`src/ktss_pkg.sv`:
```
// Shared types, constants and the key lookup table for the key-to-scancode sequencer.
package ktss_pkg;

  // Input key event
  typedef struct packed {
    logic [2:0] req_type;
    logic [7:0] key_value;
  } key_item_t;

  // One emitted scancode
  typedef struct packed {
    logic [7:0] sc_value;
    logic       last;
    logic       exit_request;
  } scan_item_t;

  // Step mask bits, emitted lowest first
  localparam int STEP_CTRL_MAKE   = 0;
  localparam int STEP_SHIFT_MAKE  = 1;
  localparam int STEP_KEY_MAKE    = 2;
  localparam int STEP_KEY_BREAK   = 3;
  localparam int STEP_SHIFT_BREAK = 4;
  localparam int STEP_CTRL_BREAK  = 5;
  localparam int STEP_EXIT        = 6;
  localparam int NUM_STEPS        = 7;

  // Classified run handed from front to back
  typedef struct packed {
    logic [NUM_STEPS-1:0] steps;
    logic [6:0]           code;
  } run_t;

  typedef struct packed {
    logic [1:0] count;
    logic       full;
    logic       empty;
  } queue_status_t;

  typedef struct packed {
    logic busy;
  } back_status_t;

  localparam int QUEUE_DEPTH = 2;

  // Request types
  localparam logic [2:0] REQ_BYTE  = 3'd0;
  localparam logic [2:0] REQ_LEFT  = 3'd1;
  localparam logic [2:0] REQ_RIGHT = 3'd2;
  localparam logic [2:0] REQ_UP    = 3'd3;
  localparam logic [2:0] REQ_DOWN  = 3'd4;

  localparam logic [7:0] KEY_ESC       = 8'd27;
  localparam logic [7:0] KEY_BACKQUOTE = 8'h60;

  localparam logic [7:0] SC_LSHIFT = 8'h2a;
  localparam logic [7:0] SC_LCTRL  = 8'h1d;
  localparam logic [6:0] SC_ESCAPE = 7'h01;
  localparam logic [7:0] SC_BREAK  = 8'h80;
  localparam logic [6:0] SC_LEFT   = 7'h4b;
  localparam logic [6:0] SC_RIGHT  = 7'h4d;
  localparam logic [6:0] SC_UP     = 7'h48;
  localparam logic [6:0] SC_DOWN   = 7'h50;

  // Entry: 0 = no key, bit 7 = shift, low 7 bits = make code
  localparam logic [7:0] KEY_TABLE [128] = '{
    8'h00, 8'h00, 8'h00, 8'h00, 8'h00, 8'h00, 8'h00, 8'h0E,
    8'h0E, 8'h0F, 8'h1C, 8'h00, 8'h00, 8'h1C, 8'h00, 8'h00,
    8'h00, 8'h00, 8'h00, 8'h00, 8'h00, 8'h00, 8'h00, 8'h00,
    8'h00, 8'h00, 8'h00, 8'h01, 8'h00, 8'h00, 8'h00, 8'h00,
    8'h39, 8'h82, 8'hA8, 8'h84, 8'h85, 8'h86, 8'h88, 8'h28,
    8'h8A, 8'h8B, 8'h89, 8'h8D, 8'h33, 8'h0C, 8'h34, 8'h35,
    8'h0B, 8'h02, 8'h03, 8'h04, 8'h05, 8'h06, 8'h07, 8'h08,
    8'h09, 8'h0A, 8'hA7, 8'h27, 8'hB3, 8'h0D, 8'hB4, 8'hB5,
    8'h83, 8'h9E, 8'hB0, 8'hAE, 8'hA0, 8'h92, 8'hA1, 8'hA2,
    8'hA3, 8'h97, 8'hA4, 8'hA5, 8'hA6, 8'hB2, 8'hB1, 8'h98,
    8'h99, 8'h90, 8'h93, 8'h9F, 8'h94, 8'h96, 8'hAF, 8'h91,
    8'hAD, 8'h95, 8'hAC, 8'h1A, 8'h2B, 8'h1B, 8'h87, 8'h8C,
    8'h29, 8'h1E, 8'h30, 8'h2E, 8'h20, 8'h12, 8'h21, 8'h22,
    8'h23, 8'h17, 8'h24, 8'h25, 8'h26, 8'h32, 8'h31, 8'h18,
    8'h19, 8'h10, 8'h13, 8'h1F, 8'h14, 8'h16, 8'h2F, 8'h11,
    8'h2D, 8'h15, 8'h2C, 8'h9A, 8'hAB, 8'h9B, 8'hA9, 8'h0E
  };

endpackage

```
`src/ktss_front.sv`:
```
// Front end: accepts key items, tracks the escape prefix and classifies each into a run.
module ktss_front (
  input  logic                 clk,
  input  logic                 rst,
  input  logic                 key_valid,
  output logic                 key_stall,
  input  ktss_pkg::key_item_t  key,
  input  logic                 full,
  output logic                 push,
  output ktss_pkg::run_t       run
);

  logic       escape_pending;
  logic       escape_pending_next;
  logic       accept;
  logic       is_byte;
  logic       legal;
  logic [7:0] entry;
  logic       mapped;
  logic [6:0] arrow;

  assign key_stall = full;
  assign accept    = key_valid && !full;
  assign is_byte   = (key.req_type == ktss_pkg::REQ_BYTE);
  assign legal     = (key.req_type <= ktss_pkg::REQ_DOWN);

  // bytes of 0x80 and above are unmapped
  assign entry  = key.key_value[7] ? 8'h00 : ktss_pkg::KEY_TABLE[key.key_value[6:0]];
  assign mapped = (entry != 8'h00);

  always_comb begin
    unique case (key.req_type)
      ktss_pkg::REQ_LEFT:  arrow = ktss_pkg::SC_LEFT;
      ktss_pkg::REQ_RIGHT: arrow = ktss_pkg::SC_RIGHT;
      ktss_pkg::REQ_UP:    arrow = ktss_pkg::SC_UP;
      ktss_pkg::REQ_DOWN:  arrow = ktss_pkg::SC_DOWN;
      default:             arrow = ktss_pkg::SC_LEFT;
    endcase
  end

  always_comb begin
    run.steps           = '0;
    run.code            = entry[6:0];
    escape_pending_next = escape_pending;
    if (legal) begin
      if (escape_pending) begin
        escape_pending_next = 1'b0;
        if (is_byte && key.key_value == ktss_pkg::KEY_BACKQUOTE) begin
          run.steps[ktss_pkg::STEP_EXIT] = 1'b1;
        end else if (is_byte && key.key_value == ktss_pkg::KEY_ESC) begin
          run.steps[ktss_pkg::STEP_KEY_MAKE]  = 1'b1;
          run.steps[ktss_pkg::STEP_KEY_BREAK] = 1'b1;
          run.code = ktss_pkg::SC_ESCAPE;
        end else begin
          run.steps[ktss_pkg::STEP_CTRL_MAKE]  = 1'b1;
          run.steps[ktss_pkg::STEP_CTRL_BREAK] = 1'b1;
          if (is_byte && mapped) begin
            run.steps[ktss_pkg::STEP_KEY_MAKE]    = 1'b1;
            run.steps[ktss_pkg::STEP_KEY_BREAK]   = 1'b1;
            run.steps[ktss_pkg::STEP_SHIFT_MAKE]  = entry[7];
            run.steps[ktss_pkg::STEP_SHIFT_BREAK] = entry[7];
          end
        end
      end else if (is_byte) begin
        if (key.key_value == ktss_pkg::KEY_ESC) begin
          escape_pending_next = 1'b1;
        end else if (mapped) begin
          run.steps[ktss_pkg::STEP_KEY_MAKE]    = 1'b1;
          run.steps[ktss_pkg::STEP_KEY_BREAK]   = 1'b1;
          run.steps[ktss_pkg::STEP_SHIFT_MAKE]  = entry[7];
          run.steps[ktss_pkg::STEP_SHIFT_BREAK] = entry[7];
        end
      end else begin
        run.steps[ktss_pkg::STEP_KEY_MAKE]  = 1'b1;
        run.steps[ktss_pkg::STEP_KEY_BREAK] = 1'b1;
        run.code = arrow;
      end
    end
  end

  // empty runs never enter the queue
  assign push = accept && (run.steps != '0);

  always_ff @(posedge clk) begin
    if (rst) begin
      escape_pending <= 1'b0;
    end else if (accept) begin
      escape_pending <= escape_pending_next;
    end
  end

endmodule

```
`src/ktss_queue.sv`:
```
// Two-entry run queue between the front end and the sequencer.
module ktss_queue (
  input  logic                      clk,
  input  logic                      rst,
  input  logic                      push,
  input  ktss_pkg::run_t            push_run,
  input  logic                      pop,
  output ktss_pkg::run_t            head,
  output ktss_pkg::queue_status_t   status
);

  ktss_pkg::run_t mem [ktss_pkg::QUEUE_DEPTH];
  logic       wr_ptr;
  logic       rd_ptr;
  logic [1:0] count;
  logic       do_push;
  logic       do_pop;

  assign status.count = count;
  assign status.full  = (count == 2'(ktss_pkg::QUEUE_DEPTH));
  assign status.empty = (count == 2'd0);
  assign do_push      = push && !status.full;
  assign do_pop       = pop && !status.empty;
  assign head         = mem[rd_ptr];

  always_ff @(posedge clk) begin
    if (do_push) begin
      mem[wr_ptr] <= push_run;
    end
  end

  always_ff @(posedge clk) begin
    if (rst) begin
      wr_ptr <= 1'b0;
      rd_ptr <= 1'b0;
      count  <= 2'd0;
    end else begin
      if (do_push) wr_ptr <= ~wr_ptr;
      if (do_pop)  rd_ptr <= ~rd_ptr;
      count <= count + 2'(do_push) - 2'(do_pop);
    end
  end

endmodule

```
`src/ktss_back.sv`:
```
// Sequencer: walks step masks; emits one scancode per unstalled cycle into an output register.
module ktss_back (
  input  logic                     clk,
  input  logic                     rst,
  input  logic                     q_valid,
  input  ktss_pkg::run_t           q_head,
  output logic                     pop,
  output logic                     scan_valid,
  input  logic                     scan_stall,
  output ktss_pkg::scan_item_t     scan,
  output ktss_pkg::back_status_t   status
);

  logic [ktss_pkg::NUM_STEPS-1:0] steps;
  logic [ktss_pkg::NUM_STEPS-1:0] steps_after;
  logic [ktss_pkg::NUM_STEPS-1:0] low;
  logic [ktss_pkg::NUM_STEPS-1:0] rest;
  logic [6:0]                     code;
  logic                           can_adv;
  logic                           emit;
  ktss_pkg::scan_item_t           item;

  assign can_adv     = !scan_valid || !scan_stall;
  assign emit        = can_adv && (steps != '0);
  assign low         = steps & (-steps);
  assign rest        = steps & ~low;
  assign steps_after = emit ? rest : steps;
  assign pop         = q_valid && (steps_after == '0);
  assign status.busy = (steps != '0);

  always_comb begin
    item.last         = (rest == '0);
    item.exit_request = 1'b0;
    case (1'b1)
      low[ktss_pkg::STEP_CTRL_MAKE]:   item.sc_value = ktss_pkg::SC_LCTRL;
      low[ktss_pkg::STEP_SHIFT_MAKE]:  item.sc_value = ktss_pkg::SC_LSHIFT;
      low[ktss_pkg::STEP_KEY_MAKE]:    item.sc_value = {1'b0, code};
      low[ktss_pkg::STEP_KEY_BREAK]:   item.sc_value = {1'b1, code};
      low[ktss_pkg::STEP_SHIFT_BREAK]: item.sc_value = ktss_pkg::SC_LSHIFT | ktss_pkg::SC_BREAK;
      low[ktss_pkg::STEP_CTRL_BREAK]:  item.sc_value = ktss_pkg::SC_LCTRL | ktss_pkg::SC_BREAK;
      low[ktss_pkg::STEP_EXIT]: begin
        item.sc_value     = 8'h00;
        item.exit_request = 1'b1;
      end
      default:                         item.sc_value = 8'h00;
    endcase
  end

  always_ff @(posedge clk) begin
    if (rst) begin
      steps <= '0;
    end else begin
      steps <= pop ? q_head.steps : steps_after;
    end
  end

  always_ff @(posedge clk) begin
    if (pop) begin
      code <= q_head.code;
    end
  end

  always_ff @(posedge clk) begin
    if (rst) begin
      scan_valid <= 1'b0;
    end else if (can_adv) begin
      scan_valid <= emit;
    end
  end

  always_ff @(posedge clk) begin
    if (emit) begin
      scan <= item;
    end
  end

endmodule

```
`src/key_to_scancode_sequencer_core.sv`:
```
// Top level of the key-to-scancode sequencer: front end, run queue and sequencer.
// Converts terminal key events (byte keys and arrow keys) into PC set-1 make/break
// scancode runs. An ESC byte gives nothing by itself and modifies the next key:
// backquote then yields a single item with exit_request set, a second ESC yields
// 0x01/0x81, anything else is wrapped in left-ctrl make/break. Shifted characters are
// wrapped in left-shift make/break. Each key item produces 0 to 6 scancode items, one
// per cycle while the output is not stalled, with last marking the final one of a run.
// The front end takes one key item per cycle whenever the two-entry run queue has room;
// the sequencer drains a run at one scancode per cycle while the output is not stalled,
// so sustained throughput is set by the run length. Key items that produce nothing
// (lone ESC, unmapped bytes, undefined request types) never enter the queue. Output
// comes from a register; key_stall is high only while the queue is full.
module key_to_scancode_sequencer_core (
  input  logic                  clk,
  input  logic                  rst,
  input  logic                  key_valid,
  output logic                  key_stall,
  input  ktss_pkg::key_item_t   key,
  output logic                  scan_valid,
  input  logic                  scan_stall,
  output ktss_pkg::scan_item_t  scan
);

  logic                    push;
  logic                    pop;
  ktss_pkg::run_t          push_run;
  ktss_pkg::run_t          head;
  ktss_pkg::queue_status_t q_status;
  ktss_pkg::back_status_t  b_status;

  // front end: escape tracking and classification
  ktss_front u_front (
    .clk       (clk),
    .rst       (rst),
    .key_valid (key_valid),
    .key_stall (key_stall),
    .key       (key),
    .full      (q_status.full),
    .push      (push),
    .run       (push_run)
  );

  // decouples key acceptance from scancode drain
  ktss_queue u_queue (
    .clk      (clk),
    .rst      (rst),
    .push     (push),
    .push_run (push_run),
    .pop      (pop),
    .head     (head),
    .status   (q_status)
  );

  // sequencer: one scancode per cycle unless the output stalls
  ktss_back u_back (
    .clk        (clk),
    .rst        (rst),
    .q_valid    (!q_status.empty),
    .q_head     (head),
    .pop        (pop),
    .scan_valid (scan_valid),
    .scan_stall (scan_stall),
    .scan       (scan),
    .status     (b_status)
  );

  // exit item is always alone: zero code and closes its run
  a_exit_alone: assert property (@(posedge clk) disable iff (rst)
    scan_valid && scan.exit_request |-> scan.last && scan.sc_value == 8'h00)
    else $error("exit item not a lone final item");

  // queue never overfills
  a_queue_bound: assert property (@(posedge clk) disable iff (rst)
    q_status.count <= 2'(ktss_pkg::QUEUE_DEPTH))
    else $error("run queue overflow");

  // an idle sequencer picks up a waiting run on the next cycle
  a_pickup: assert property (@(posedge clk) disable iff (rst)
    !b_status.busy && !q_status.empty |=> b_status.busy)
    else $error("sequencer failed to load queued run");

  // stall toward the source only when the queue is full
  a_stall_full: assert property (@(posedge clk) disable iff (rst)
    key_stall |-> q_status.count == 2'(ktss_pkg::QUEUE_DEPTH))
    else $error("key stall without full queue");

endmodule
```
`config.mk`:
```
export PLATFORM = sky130hd
export DESIGN_NAME = key_to_scancode_sequencer_core
export DESIGN_NICKNAME = d
export VERILOG_FILES = /design/src/ktss_pkg.sv /design/src/ktss_front.sv /design/src/ktss_queue.sv /design/src/ktss_back.sv /design/src/key_to_scancode_sequencer_core.sv
export SDC_FILE = /design/constraint.sdc
export NUM_CORES = 1
export LEC_CHECK = 0
export ABC_CLOCK_PERIOD_IN_PS = 3500
export BUFFER_PORTS_ARGS = -buffer_cell sky130_fd_sc_hd__buf_2
export CAP_MARGIN = 20
export CORE_UTILIZATION = 55
export DETAILED_ROUTE_END_ITERATION = 12
export PLACE_DENSITY = 0.77
export SYNTH_ARGS = -nofsm -noshare
export SYNTH_HDL_FRONTEND = slang
export SYNTH_SLANG_ARGS = --single-unit
export TNS_END_PERCENT = 50
```
`constraint.sdc`:
```
create_clock -name clk -period 3.5 [get_ports clk]
set_clock_uncertainty 0.2 [all_clocks]
set_input_delay 0.35 -clock clk [delete_from_list [all_inputs] [get_ports clk]]
set_output_delay 0.35 -clock clk [all_outputs]
set_load 0.03 [all_outputs]
```
---- Yosys cells after proc, flatten, opt, wreduce, memory -nomap -nowiden ----
Memory sizes are Yosys's and may differ from the RTL's. A register that Yosys moved wholly into a read port is not among the register bits.
Index checks and enable logic that the tools add are counted.
storage, ports and cells
  input port bits ......................... 15
  RAM bits ................................ 28
  bits in registers ....................... 30
  memories kept ........................... 2
  bits in read-only memories .............. 1024
memory list
  name             depth  bits a word  read ports  clocked after memory_dff  write ports  line              RTL
  (no name shown)  128    8            1           0                         0            ktss_front.sv:28  assign entry = key.key_value[7] ? 8'h00 : ktss_pkg::KEY_TABLE[key.key_value[6:0]];
  u_queue.mem      2      14           1           1                         1            ktss_queue.sv:12  ktss_pkg::run_t mem [ktss_pkg::QUEUE_DEPTH];
operators by class
  equality and inequality tests ........... 6
  bitwise operators ....................... 6
  $add $sub $neg .......................... 3
  magnitude comparators ................... 2
  reduce and logical (&&, ||, !) cells .... 25
  muxes and demuxes ....................... 37
operators by type and width
  kind                                                                   count
  8-bit 2-to-1 mux                                                       6
  7-bit 2-to-1 mux                                                       6
  4-bit 2-to-1 mux                                                       4
  5-bit case mux with 3 select lines                                     1
  7-bit bitwise AND                                                      2
  7-bit zero test                                                        2
  14-bit 2-to-1 mux                                                      1
  7-bit nonzero test                                                     2
  13-bit 2-to-1 mux                                                      1
  1-bit 2-to-1 mux                                                       12
  2-bit 2-to-1 mux                                                       5
  1-bit logical AND                                                      9
  8-bit by 5-bit equality test with 1-bit output, second input constant  1
  8-bit by 7-bit equality test with 1-bit output, second input constant  1
  8-bit greater-or-equal comparator, second input constant               1
  7-bit NOT with 8-bit output                                            1
  8-bit nonzero test                                                     1
  7-bit negation                                                         1
  7-bit NOT                                                              1
  3-bit by 2-bit equality test with 1-bit output, second input constant  2
  6-bit 2-to-1 mux                                                       1
  6-bit OR reduction                                                     1
  1-bit zero test                                                        4
  3-bit equality test, second input constant                             1
  other kinds (11)                                                       12

---- Depth between registers and ports, before layout ----
  depth after elaboration ................. 17
  gate-level depth with buffers ........... 15

---- Cells and area by module ----
A second synthesis with hierarchy kept.
unflattened totals
  cell total of the unflattened synthesis .. 393
  area total of the unflattened synthesis .. 3910.0 µm²
modules (own cells, without submodules)
  module                          seq. area each (µm²)  area an instance (µm²)  instances  cells each
  ktss_front                      20.0                  1491.4                  1          220
  ktss_queue                      940.9                 1238.7                  1          70
  ktss_back                       670.6                 1176.1                  1          102
  key_to_scancode_sequencer_core  0.0                   3.8                     1          1

---- Worst setup path after synthesis ----
No wires, ideal clock.
  path type ............................... input-to-reg
  start point ............................. in key[0] (netlist name)
  end point ............................... mem u_queue.mem[0][0] (netlist name) (enable)
  arrival ................................. 3063 ps
  path slack .............................. -160 ps
  cell stages on the path ................. 10
  setup time .............................. 397 ps
  cells stage by stage .................... clkbuf_1 > inv_1 > ha_1 > inv_1 > mux4_2 > a221oi_1 > o21ai_0 > nand4bb_1 > nor2_1 > a211oi_1
on the way
  word-level cells in the longest chain between the ends .. 17
RTL lines
  item                                                  line                                  RTL
  from (decl)                                           key_to_scancode_sequencer_core.sv:18  input ktss_pkg::key_item_t key,
  7-bit NOT with 8-bit output (not written as such)     ktss_front.sv:28
  memory 128 x 8 bit                                    n/a
  8-bit 2-to-1 mux (not written as such) (2 in series)  ktss_front.sv:28
  8-bit 2-to-1 mux                                      ktss_front.sv:28
  8-bit nonzero test                                    ktss_front.sv:29                      assign mapped = (entry != 8'h00);
  1-bit logical AND                                     ktss_front.sv:57                      if (is_byte && mapped) begin
  4-bit 2-to-1 mux                                      ktss_front.sv:57
  2-bit 2-to-1 mux                                      ktss_front.sv:50                      end else if (is_byte && key.key_value == ktss_pkg::KEY_ESC) begin
  13-bit 2-to-1 mux                                     ktss_front.sv:48                      if (is_byte && key.key_value == ktss_pkg::KEY_BACKQUOTE) begin
  4-bit 2-to-1 mux                                      ktss_front.sv:46                      if (escape_pending) begin
  14-bit 2-to-1 mux (*)                                 ktss_front.sv:45                      if (legal) begin
  7-bit nonzero test (*)                                ktss_front.sv:82                      assign push = accept && (run.steps != '0);
  1-bit logical AND (*)                                 ktss_front.sv:82
  1-bit logical AND (*)                                 ktss_queue.sv:22                      assign do_push = push && !status.full;
  1-bit 2-to-1 mux (*)                                  ktss_queue.sv:27                      if (do_push) begin
  1-bit 2-to-1 mux (not written as such) (*)            ktss_queue.sv:28                      mem[wr_ptr] <= push_run;
  to (decl)                                             ktss_queue.sv:12
Every way passes the cells marked *; elsewhere a longest branch is shown, timed or not. The select of a mux whose other input is x is not followed.

---- Worst setup path after layout ----
  start point ............................. in key[0] (netlist name)
  end point ............................... reg u_queue.count[1]
on the way
  word-level cells in the longest chain between the ends .. 17
RTL lines
  item                                                  line              RTL
  7-bit NOT with 8-bit output (not written as such)     ktss_front.sv:28
  memory 128 x 8 bit                                    n/a
  8-bit 2-to-1 mux (not written as such) (2 in series)  ktss_front.sv:28
  8-bit 2-to-1 mux                                      ktss_front.sv:28
  8-bit nonzero test                                    ktss_front.sv:29
  1-bit logical AND                                     ktss_front.sv:57
  4-bit 2-to-1 mux                                      ktss_front.sv:57
  2-bit 2-to-1 mux                                      ktss_front.sv:50
  13-bit 2-to-1 mux                                     ktss_front.sv:48
  4-bit 2-to-1 mux                                      ktss_front.sv:46
  14-bit 2-to-1 mux (*)                                 ktss_front.sv:45
  7-bit nonzero test (*)                                ktss_front.sv:82
  1-bit logical AND (*)                                 ktss_front.sv:82
  1-bit logical AND (*)                                 ktss_queue.sv:22
  2-bit by 1-bit adder with 2-bit output (*)            ktss_queue.sv:40  count <= count + 2'(do_push) - 2'(do_pop);
  2-bit by 1-bit subtractor with 2-bit output (*)       ktss_queue.sv:40
  to (signal assigned)                                  ktss_queue.sv:40
  to (decl)                                             ktss_queue.sv:15  logic [1:0] count;
Marked as above.
A chain may end at the register's enable or synchronous reset.

==> impl_metrics.csv <==
group,metric,value,unit
status,status,"finished, final reports clean",
synth,ys.flop_type,"edfxtp_1",
cts,worstSkewPairLatency,300,ps
place,dp.cells,482,
die,ios,27,
synth,syn_nets,414,
sta,fin_ws,265,ps
run,maxCapViolCount,0,
worst_setup_path,reg2reg_to,"u_queue.count[1]",
sta,rsz0062_at_grt,"false",
worst_setup_path,rrSetupSlack,700,ps
synth,yosysWarnings,0,
cts,clk_pin_slew_worst_paths,80,ps
routing,viasPerCell,6.24,
worst_setup_path,critPathLaunch,"key[0]",
worst_setup_path,worst_ep_arrival_time,3220,ps
sta,slew_headroom,61.0,%
worst_setup_path,cp-start-kind,"input pin",
final_layout,post-route-util,61.8,%
cts,htreeDepth,2,
pwr,leakagePower,1.52,nW
synth,synth_area_per_cell,9.23,µm²
routing,wl_per_cell,16.6,µm
cts,cts_tree,"built",
final_layout,nets,437,
die,num_rows,29,
cts,clock_sinks,53,
sta,hold_violations,0,
cts,root_buffer,"clkbuf_8",
routing,ant_nets,0,
final_layout,syn_to_final_growth,8.71,%
die,floorplan.initialDensity,56.9,%
synth,synthesis.area,0.00359,mm²
synth,async_flop_share,0,%
routing,drc,0,
cts,cts_setup_buffers,0,
worst_setup_path,rr_startpoint,"u_back.steps[1]",
pwr,ir_drop,0.648,mV
synth,ys_ff_latch,53,
die,die_w,82.8,µm
synth,seq_area_frac_synth,40.4,%
worst_setup_path,end_kind,"flop",
final_layout,drive_above_1_share,19.6,%
place,io_buffers,26,
die,dieArea,0.00686,mm²
sta,worst_pin_slew,577,ps
synth,synth_edf_count,39,
worst_setup_path,worstPathRequired,3480,ps
place,gp_congestion,0.922,
sta,setup_viol,0,
die,core_area,0.00631,mm²
routing,routed_wl,8120,µm
global_route,grt_max_degree,23,
global_route,grt_pass1_wl,13400,µm
sta,holdWs,184,ps
routing,drt_iter0_drc,153,
min_path,hold_class,"input pin to flop",
die,die_y,82.8,µm
cts,clk_path_buf_depth,2,
place,hpwl,6050,µm
worst_setup_path,endpoint,"u_queue.count[1]",
global_route,antenna_found_initial,0,
sta,max_freq,309,MHz
routing,vias,3056,
synth,syn_inst,389,
pwr,finalPower,2.35,mW
cts,cts-hold-fix-buffers,0,
worst_setup_path,path_class,"input pin to flop",
place,dp_slack,-4.74,ps
pwr,power_density,601,mW/mm²
routing,dr.pass1.iters,5,
final_layout,final_cells,490,
global_route,track_usage,23.8,%
synth,yosysUniqueCellTypes,68,
worst_setup_path,rr_worst_depth,11,
cts,cts_resized,0,
worst_setup_path,crit_path_max_fanout,12,
global_route,grt_overflow,0,
sta,fin_crit,3230,ps
cts,numCtsBuffers,5,
sta,drv_slew,0,
global_route,grt_pass1_vias,2919,
sta,fin_crit_sh,92.4,%
final_layout,diodes,0,
-- metal layers --
layer  routed length, µm  track usage [%]  vias to the layer above
met1                3250             26.9                     1439
met5                   0                0                        -
met3                 346             1.79                       19
met2                4320             45.1                      105
li1                    -                -                     1493
met4                 208             11.4                        0
-- cell usage after synthesis (9+ instances only) --
master | count | share of area, %
a21oi_1 | 37 | 5.2
mux2_2 | 13 | 4.1
ha_1 | 10 | 3.5
clkbuf_1 | 18 | 1.9
o21ai_0 | 23 | 3.2
edfxtp_1 | 39 | 33
inv_1 | 13 | 1.4
nor2b_1 | 9 | 1.6
dfxtp_1 | 14 | 7.8
nand3_1 | 9 | 1.3
nor2_1 | 34 | 3.6
nand2b_1 | 10 | 1.7
nand2_1 | 29 | 3.0
-- critical path: stages --
cell and delay (ps):
buf_2 220, inv_1 170, ha_1 240, buf_4 170
o21ai_0 190, o221ai_1 130, a32o_1 320, or4_4 570
nor2_1 200, a21oi_1 100, ha_1 210, xor2_1 160
xnor2_1 140, nor2_1 50
-- state kept, by name, indices dropped and copies added, names as in the netlist, named ones only --
| name | count |
|---|---|
| u_queue.wr_ptr | 1 |
| u_back.code | 7 |
| u_back.scan_valid | 1 |
| u_queue.rd_ptr | 1 |
| u_front.escape_pending | 1 |
| u_queue.count | 2 |
| u_back.scan | 10 |
| u_back.steps | 7 |
| u_queue.mem | 22 |
-- area by class of cell --
type	count	area [µm²]
inverter	15	56.3
timing repair buffer	46	280
clock buffer	6	82.6
tap	77	96.3
fill	545	2410
sequential	53	1450
multi-input combinational	291	1930
clock inverter	2	8.76
-- per-stage QoR --
step / area [µm²] / setup TNS, ps
6_report: 3900 / 0
5_1_grt: 3900 / 0
4_1_cts: 3900 / 0
3_5_place_dp: 3810 / -4.74
3_3_place_gp: 3810 / 0
2_1_floorplan: 3590 / -3530
-- logic make-up (layout without fill, tap and decap cells) --
| kind of cell | Yosys count | in the layout | share of synthesized area, % |
|---|---|---|---|
| adder cells (fa/ha/maj) | 10 | 10 | 3.48 |
| multiplexers | 24 | 24 | 8.19 |
| AO/OA/AOI/OAI | 120 | 120 | 21.8 |
| flip-flops | 53 | 53 | 40.4 |
| AND/OR/NAND/NOR | 134 | 134 | 19.5 |
| XOR/XNOR | 3 | 3 | 0.732 |
| buffers and inverters | 45 | 69 | 5.89 |
-- worst min path at each step --
stage,start,end,slack (ps),depth (start not counted)
CTS,key_valid,u_front.escape_pending,180,4
global placement,u_queue.rd_ptr,flop,290,2
floorplan,rst,u_queue.count[0],220,1
detailed placement,u_queue.rd_ptr,flop,300,2
finish,key_valid,u_front.escape_pending,180,4
global route,rst,u_queue.rd_ptr,200,2
-- layout by cell type (no fill, tap or decap), types with 6 or more instances in the layout --
cell type / count
mux2_2: 13
nor2_1: 34
buf_4: 20
nand2b_1: 10
o211ai_1: 6
nand3_1: 9
or2_2: 6
mux2i_1: 8
and2_1: 6
dfxtp_1: 14
nor3_1: 8
nor2b_1: 9
a211oi_1: 7
edfxtp_1: 39
o21ai_0: 23
inv_1: 13
a21oi_1: 37
clkbuf_8: 6
nand2_1: 29
buf_2: 26
ha_1: 10
-- report_power, final --
| part | total, mW | switching (mW) | leakage [nW] | internal, mW |
|---|---|---|---|---|
| logic | 0.975 | 0.615 | 0.986 | 0.361 |
| registers | 1.03 | 0.103 | 0.487 | 0.931 |
| clock network | 0.338 | 0.181 | 0.0486 | 0.157 |
| total | 2.35 | 0.899 | 1.52 | 1.45 |
Note: power is estimated with default switching activity, not from simulation.
